<file path="src/spft_pkg.sv">
// Shared types and constants for the sparse triplet fast transpose core.
package spft_pkg;

  localparam int MAX_DIM   = 32;
  localparam int MAX_TERMS = 64;

  localparam int DIM_W  = $clog2(MAX_DIM);     // column / row index width
  localparam int SLOT_W = $clog2(MAX_TERMS);   // store address width
  localparam int CNT_W  = SLOT_W + 1;          // counts up to MAX_TERMS
  localparam int VAL_W  = 32;
  localparam int NCOL_W = 6;                   // num_cols register width

  typedef struct packed {
    logic [DIM_W-1:0]        row;
    logic [DIM_W-1:0]        col;
    logic signed [VAL_W-1:0] val;
  } trip_t;

  typedef enum logic [2:0] {
    COL_NOP    = 3'd0,
    COL_COUNT  = 3'd1,
    COL_PREFIX = 3'd2,
    COL_TAKE   = 3'd3,
    COL_CLEAR  = 3'd4
  } col_op_t;

  typedef struct packed {
    col_op_t          op;
    logic [DIM_W-1:0] idx;
  } col_cmd_t;

endpackage

</file>
<file path="src/spft_col_unit.sv">
// Column count / start slot table with one shared adder.
module spft_col_unit import spft_pkg::*; (
  input  logic             clk,
  input  logic             rst,
  input  col_cmd_t         cmd,
  output logic [CNT_W-1:0] slot
);

  logic [CNT_W-1:0] counts    [MAX_DIM];
  logic [CNT_W-1:0] next_slot [MAX_DIM];
  logic [CNT_W-1:0] run;
  logic [CNT_W-1:0] add_a;
  logic [CNT_W-1:0] add_b;
  logic [CNT_W-1:0] sum;
  logic [CNT_W-1:0] cnt_rd;
  logic [CNT_W-1:0] slot_rd;

  assign cnt_rd  = counts[cmd.idx];
  assign slot_rd = next_slot[cmd.idx];
  assign slot    = slot_rd;

  // One adder serves counting, the running prefix sum and slot advance.
  always_comb begin
    unique case (cmd.op)
      COL_COUNT: begin
        add_a = cnt_rd;
        add_b = CNT_W'(1);
      end
      COL_PREFIX: begin
        add_a = run;
        add_b = cnt_rd;
      end
      COL_TAKE: begin
        add_a = slot_rd;
        add_b = CNT_W'(1);
      end
      default: begin
        add_a = '0;
        add_b = '0;
      end
    endcase
  end

  assign sum = add_a + add_b;

  always_ff @(posedge clk) begin
    if (rst) begin
      for (int i = 0; i < MAX_DIM; i++) begin
        counts[i] <= '0;
      end
      run <= '0;
    end else begin
      unique case (cmd.op)
        COL_COUNT: begin
          counts[cmd.idx] <= sum;
        end
        COL_PREFIX: begin
          run <= sum;
        end
        COL_CLEAR: begin
          for (int i = 0; i < MAX_DIM; i++) begin
            counts[i] <= '0;
          end
          run <= '0;
        end
        default: begin
        end
      endcase
    end
  end

  // Start slots carry no reset; every entry is written by the prefix pass.
  always_ff @(posedge clk) begin
    unique case (cmd.op)
      COL_PREFIX: next_slot[cmd.idx] <= run;
      COL_TAKE:   next_slot[cmd.idx] <= sum;
      default: begin
      end
    endcase
  end

endmodule

</file>
<file path="config.mk">
export PLATFORM = sky130hd
export DESIGN_NAME = spft_col_unit
export DESIGN_NICKNAME = d
export VERILOG_FILES = /design/src/spft_pkg.sv /design/src/spft_col_unit.sv
export SDC_FILE = /design/constraint.sdc
export NUM_CORES = 1
export LEC_CHECK = 0
export BUFFER_PORTS_ARGS = -buffer_cell sky130_fd_sc_hd__buf_2
export CORE_UTILIZATION = 45
export CTS_BUF_LIST = sky130_fd_sc_hd__clkbuf_16
export CTS_CLUSTER_SIZE = 25
export DETAILED_ROUTE_END_ITERATION = 6
export GPL_TIMING_DRIVEN = 0
export PLACE_DENSITY_LB_ADDON = 0.25
export SYNTH_ARGS = -nofsm -noshare
export SYNTH_HDL_FRONTEND = slang
export SYNTH_SLANG_ARGS = --single-unit
</file>
<file path="constraint.sdc">
create_clock -name clk -period 6.6 [get_ports clk]
set_clock_uncertainty 0.05 [all_clocks]
set_input_delay 0.33 -clock clk [delete_from_list [all_inputs] [get_ports clk]]
set_output_delay 0.33 -clock clk [all_outputs]
set_load 0.01 [all_outputs]
</file>
==> out/metrics.cfg, run 1 <==
[status]
status = complete, but fails checks
violations = negative setup slack

[timing]
slew_viol_final = 0
fmax_ghz = 0.151
hold_violations = 0
setup_viol = 7
setup_ws_ns = -0.0346
fin_crit_sh_pct = 101
worstMarginPinSlew_ns = 1.26
fin_crit_ns = 6.63
tns_ns = -0.111
rsz0062_at_grt = no
slew_headroom_pct = 15.7

[setup_path]
slowest_delay_ns = 0.92
critPathTopFamily = buffers and inverters
arrival_ns = 6.88
startpoint = cmd[1]
r2r_end = counts[24][4]
path_class = in -> reg
cp-start-kind = input pin
worstPathMaxFanout = 10
crit_required_ns = 6.85
rr_startpoint = next_slot[17][0]
critPathSlowestCell = xor2_1
critical_path_buf_inv_count = 6
crit_top_cell = buf_2
r2r_slack_ns = 1.69
worstPathCellList = buf_2 > buf_2 > buf_2 > clkbuf_1 > buf_2 > mux4_2 > a22oi_1 > nand4_1 > nand3_1 > a31oi_1 > ha_1 > fa_1 > a21o_1 > a21oi_1 > xor2_1 > clkbuf_1 > nor2_1
end_kind = flop
crit_cells = 17
rr_worst_depth = 12

[power]
power.share.clock_pct = 40.4
seqPwrFrac_pct = 52.0
vdd_drop_max_uv = 180
power_density_nw_per_um2 = 285
internal_power_mw = 4.78
power_frac_comb_pct = 7.6
power_leakage_nw = 7.56
swShare_pct = 23.6
power_mw = 6.25
p_switching_mw = 1.47

[route]
first_pass_iters = 5
via_count = 11700
viasPerCell = 6.09
drc = 0
wire_per_inst_um = 28.8
ant_nets = 0
wl_mm = 55.5
first_iter_violations = 1295

[floorplanning]
core_region_area_um2 = 43100
die_h_um = 211
num_rows = 76
dieArea_um2 = 44500
start_util_pct = 45.6
fp.dieW_um = 211
ios = 17

[cts]
cts_setup_buffers = 0
clk-insertion-delay-late_ns = 0.59
htree_levels = 2
cts.sinks = 455
cts_hold_buf = 0
clkTransAtPathRegs_ns = 0.06
cts_buffers = 47
root_buffer = clkbuf_16
clockBufferDepth = 3
tritoncts = built
cts_resized = 0

[global_routing]
use_met3_pct = 5.00
antenna_found_initial = 1
grt_busiest_layer = met2
grt_overflow_total = 0
grt_pass1_vias = 11400
met2_usage_pct = 38.4
track_usage_pct = 25.6
grt_max_degree = 33
grt_pass1_wl_mm = 79.6
use_met1_pct = 36.7

[yosys]
synth.avg_cell_area_um2 = 15.9
syn_area_um2 = 19600
ys_async_sr_fraction_pct = 0
yosysUniqueCellTypes = 64
netlist_instances = 1238
synth_ff_type = edfxtp_1
synth_edf_count = 448
ys_seq_elements = 455
synth-seq-area-share_pct = 69.2
synthesis.nets = 1255
yosysWarnings = 0

[cells_and_area]
area_delta_synth_final_pct = 11.9
fillCellCount = 3567
num-nets-final = 1318
drive_gt1_share_pct = 19.3
fin_cells = 1925

[min_path]
hold_path.class = in -> reg
hold-path-endpoint = run[4]
holdPathStages = 2
min-delay-start = rst

[flow_run]
max_cap_violations = 0

[placement]
dp_cells = 1839
dp_hpwl_mm = 37.9
place_ws_ns = -0.593
gp_congestion = 0.997
portBuffers = 11

final cells by class:
cell class	instances	area, um^2	share of cell area [%]
clock inverters	39	250	1.14
flip-flops and latches	455	13600	61.9
repair buffers	16	130	0.593
multi-input cells	680	5590	25.4
plain buffers	96	447	2.03
clock buffers	48	1200	5.47
well taps	585	732	3.33
diodes	1	2.50	0.0114
inverters	5	18.8	0.0855
sequential cells by signal (all words and copies together), names as in the netlist:
signal     cells
counts       224
run            7
next_slot    224
cell families after synthesis:
logic type                 synth area share (%)
AOI/OAI and AO/OA                          3.75
xor gates and xnor gates                  0.363
adders and majority gates                 0.484
buffers and inverters                      2.41
DFF                                        69.2
muxes                                      13.3
and+or+nand+nor                            10.5
cell usage after synthesis (all sizes together), types with 4 or more instances:
cell	instances	area (um^2)
a211oi	4	35.0
ha	6	75.1
a22o	5	43.8
mux2	8	90.1
nor3b	4	35.0
dfxtp	7	140
edfxtp	448	13500
mux2i	16	160
a21oi	15	75.1
nand2b	5	31.3
or3	5	31.3
nand4	10	68.8
mux4	104	2360
and3	66	413
nand2	90	338
clkbuf	63	236
nand3	8	40.0
buf	35	218
xnor2	4	53.8
inv	5	18.8
nor2	216	876
a22oi	46	345
nor3	11	55.1
o21ai	9	45.0
a2bb2oi	4	35.0
metal layers:
| metal | vias up | part of all wire [%] |
|---|---|---|
| met5 | - | 0 |
| met4 | 0 | 4.3 |
| met3 | 119 | 9.2 |
| met2 | 623 | 46 |
| met1 | 6034 | 41 |
| li1 | 4939 | - |
worst max-delay path by stage:
stage                             to  slack (ns)
floorplan            next_slot[0][6]        0.90
global placement    next_slot[10][3]       -2.38
detailed placement     counts[24][4]       -0.59
CTS                    counts[24][4]        0.11
global route           counts[18][4]       0.006
finish                 counts[24][4]       -0.03
worst reg2reg max path: cells and delay by family, from the launching register on:
kind	cells	cell delay, ns
xor+xnor	1	0.92
compound gates	4	0.88
simple gates	3	0.72
fa+ha+maj	2	0.69
buf+inv	1	0.54
mux	1	0.45
flops	1	0.38
cell usage in the layout (no fill, tap or decap), drive strengths merged, types with 5 or more instances in the layout:
| master | n |
|---|---|
| a21oi | 15 |
| a22o | 5 |
| a22oi | 46 |
| and3 | 66 |
| buf | 50 |
| clkbuf | 110 |
| clkinv | 22 |
| dfxtp | 7 |
| edfxtp | 448 |
| ha | 6 |
| inv | 18 |
| mux2 | 8 |
| mux2i | 16 |
| mux4 | 104 |
| nand2 | 90 |
| nand2b | 5 |
| nand3 | 8 |
| nand4 | 10 |
| nor2 | 216 |
| nor3 | 11 |
| o21ai | 9 |
| or3 | 5 |
power by group through the flow:
stage          registers (mW)  logic (mW)  clock network (mW)
6_report                 3.25       0.474                2.53
5_1_grt                  3.26       0.494                2.65
4_1_cts                  3.26       0.468                2.54
3_5_place_dp             3.32       0.468                   0
3_3_place_gp             3.31       0.460                   0
2_1_floorplan            3.31       0.280                   0
through the flow:
step           hold WS, ns  util, %  cell area (um^2)
3_3_place_gp         0.498     47.4             20400
6_report             0.119     51.0             22000
3_5_place_dp         0.491     47.6             20500
2_1_floorplan        0.449        -             19600
5_1_grt              0.135     51.0             22000
4_1_cts              0.108     51.0             22000
(Power assumes the default switching activity.)
==> run 2, diff against run 1 <==
Settings changed: CORE_ASPECT_RATIO set to 1.4.
==> run 2 against run 1 <==
Register-to-register slack improved by 0.06 ns. The run now ends clean. Hold slack better by 0.017 ns. Non-clock buffer count up 1. Largest power group unchanged. Worst setup slack better by 0.23 ns. Utilization down 0.42 points. Global-route usage rose by 0.65 points. Via count shrank 1.9%. Sequential power hardly changed. Clock-buffer cell count fell by 5. Critical endpoint is now counts[15][5]. Total power decreased by 3.4%. Largest cell class unchanged.
==> out/metrics.cfg, run 2 (same netlist as run 1, synthesis figures left out) <==
[timing]
hold_violations = 0  ; unchanged
slew_viol_final = 0  ; unchanged
setup_ws_ns = 0.191  ; +0.225 ns
fmax_ghz = 0.156  ; +3.5%
setup_viol = 0  ; -7
rsz0062_at_grt = no
fin_crit_sh_pct = 97.1  ; -3.4 points
tns_ns = 0  ; +0.111 ns
worstMarginPinSlew_ns = 1.37  ; +0.102 ns
slew_headroom_pct = 8.69  ; -7.0 points
fin_crit_ns = 6.41  ; -0.225 ns

[setup_path]
worstPathMaxFanout = 10  ; unchanged
critPathSlowestCell = xor2_1
end_kind = flop
critPathTopFamily = buffers and inverters
crit_required_ns = 6.83  ; -0.02 ns
slowest_delay_ns = 0.74  ; -0.18 ns
arrival_ns = 6.64  ; -0.24 ns
worstPathCellList = buf_2 > buf_2 > buf_2 > buf_2 > buf_2 > mux4_2 > a22oi_1 > nand4_1 > o211ai_1 > a21oi_1 > ha_1 > a21o_1 > a21oi_1 > o21bai_1 > a21oi_1 > xor2_1 > clkbuf_1 > nor2_1
cp-start-kind = input pin
critical_path_buf_inv_count = 6  ; unchanged
crit_top_cell = buf_2
path_class = in -> reg

[power]
swShare_pct = 23.2  ; -0.34 points
power.share.clock_pct = 38.2  ; -2.2 points
p_switching_mw = 1.40  ; -4.8%
vdd_drop_max_uv = 252  ; +40%
power_leakage_nw = 7.47  ; -1.2%
power_density_nw_per_um2 = 278  ; -2.5%
power_frac_comb_pct = 7.9  ; +0.3 points
seqPwrFrac_pct = 53.9  ; +1.9 points
internal_power_mw = 4.64  ; -3.0%

[floorplanning]
num_rows = 90  ; +18%
fp.dieW_um = 179  ; -15%
core_region_area_um2 = 43000  ; -0.14%
die_h_um = 249  ; +18%
ios = 17  ; unchanged
start_util_pct = 45.6  ; +0.064 points
dieArea_um2 = 44500  ; about the same

[placement]
gp_congestion = 0.925  ; -7.3%
dp_hpwl_mm = 40.5  ; +6.9%
dp_cells = 1806  ; -1.8%
portBuffers = 11  ; unchanged
place_ws_ns = -0.680  ; -0.0863 ns

[flow_run]
max_cap_violations = 0  ; unchanged

[cells_and_area]
drive_gt1_share_pct = 18.9  ; -0.43 points
final_common_cell = edfxtp_1
fin_cells = 1880  ; -2.3%
mostFrequentLayoutCells = edfxtp_1, nor2_1, mux4_2
area_delta_synth_final_pct = 10.8
num-nets-final = 1314  ; -0.30%
reg_top3 = counts x224, next_slot x224, run x7
fillCellCount = 3616  ; +1.4%

[global_routing]
antenna_found_initial = 1  ; unchanged
grt_overflow_total = 0  ; unchanged
track_usage_pct = 26.2  ; +0.65 points
grt_pass1_wl_mm = 81.0  ; +1.8%
grt_max_degree = 33  ; unchanged
grt_pass1_vias = 11800  ; +3.7%

[min_path]
hold_path.class = in -> reg

[cts]
cts.sinks = 455  ; unchanged
cts_hold_buf = 0  ; unchanged
cts_setup_buffers = 0  ; unchanged
root_buffer = clkbuf_16
clkTransAtPathRegs_ns = 0.06  ; about the same
clockBufferDepth = 3  ; unchanged
tritoncts = built
htree_levels = 2  ; unchanged
clk-insertion-delay-late_ns = 0.56  ; -0.03 ns
cts_buffers = 42  ; -11%

[route]
first_pass_iters = 7  ; +2
drc = 0  ; unchanged
wire_per_inst_um = 30.0  ; +4.1%
wl_mm = 56.4  ; +1.7%
viasPerCell = 6.11  ; +0.43%
first_iter_violations = 1122  ; -13%
via_count = 11500  ; -1.9%
ant_nets = 0  ; unchanged

[status]
status = complete, no violations

## run 2: what timing repair did
item | CTS | global route
resized for setup | 1 | 1
setup endpoints to repair | 21 | 28
pin swaps | 0 | 0
## run 2: layer usage
| metal | up-vias | GRT usage [%] | routed length, um |
|---|---|---|---|
| met5 | - | 0 | 0 |
| met4 | 0 | 16.4 | 4050 |
| met3 | 160 | 4.09 | 3730 |
| met2 | 543 | 45.6 | 29600 |
| met1 | 5864 | 29.8 | 19100 |
| li1 | 4923 | - | - |
## run 2: area by class of cell
class | count | area, um^2 | area share [%]
diodes | 1 | 2.50 | 0.0115
plain buffers | 97 | 452 | 2.08
clock buffers | 43 | 1080 | 4.95
clock inverters | 31 | 194 | 0.892
inverters | 5 | 18.8 | 0.0863
multi-input cells | 680 | 5590 | 25.7
flip-flops and latches | 455 | 13600 | 62.5
well taps | 552 | 691 | 3.18
repair buffers | 16 | 130 | 0.598
## run 2: per-stage QoR
stage | total power, mW | instance area [um^2] | utilization, % | hold WS (ns)
finish | 6.04 | 21700 | 50.6 | 0.136
global route | 6.17 | 21700 | 50.6 | 0.158
CTS | 6.06 | 21700 | 50.5 | 0.129
detailed placement | 3.79 | 20500 | 47.6 | 0.493
global placement | 3.78 | 20400 | 47.4 | 0.490
floorplan | 3.59 | 19600 | - | 0.449
## run 2: power by group through the flow
stage                     logic [mW]  registers, mW  clock network [mW]
after floorplan                0.280           3.31                   0
after global placement         0.468           3.31                   0
after detailed placement       0.476           3.32                   0
after CTS                      0.476           3.26                2.33
after global routing           0.497           3.26                2.42
final                          0.480           3.25                2.31
## run 2: final timing paths
kind | slack, ns | cells past startpoint | startpoint | to
worst max-delay path | 0.19 | 18 | cmd[1] | counts[15][5]
worst min-delay path | 0.14 | 2 | rst | run[2]
worst max register to register | 1.75 | 13 | next_slot[11][1] | counts[15][5]
worst min register to register | 0.51 | 2 | run[5] | run[5]
## run 2: worst reg2reg max path: cells and delay by family, from the launching register on
family	cells	cell delay (ns)
AND/OR/NAND/NOR	2	0.49
multiplexers	1	0.51
XOR/XNOR	1	0.74
adder cells (fa/ha/maj)	1	0.30
buffers and inverters	1	0.57
flip-flops	1	0.35
AO/OA/AOI/OAI	7	1.57
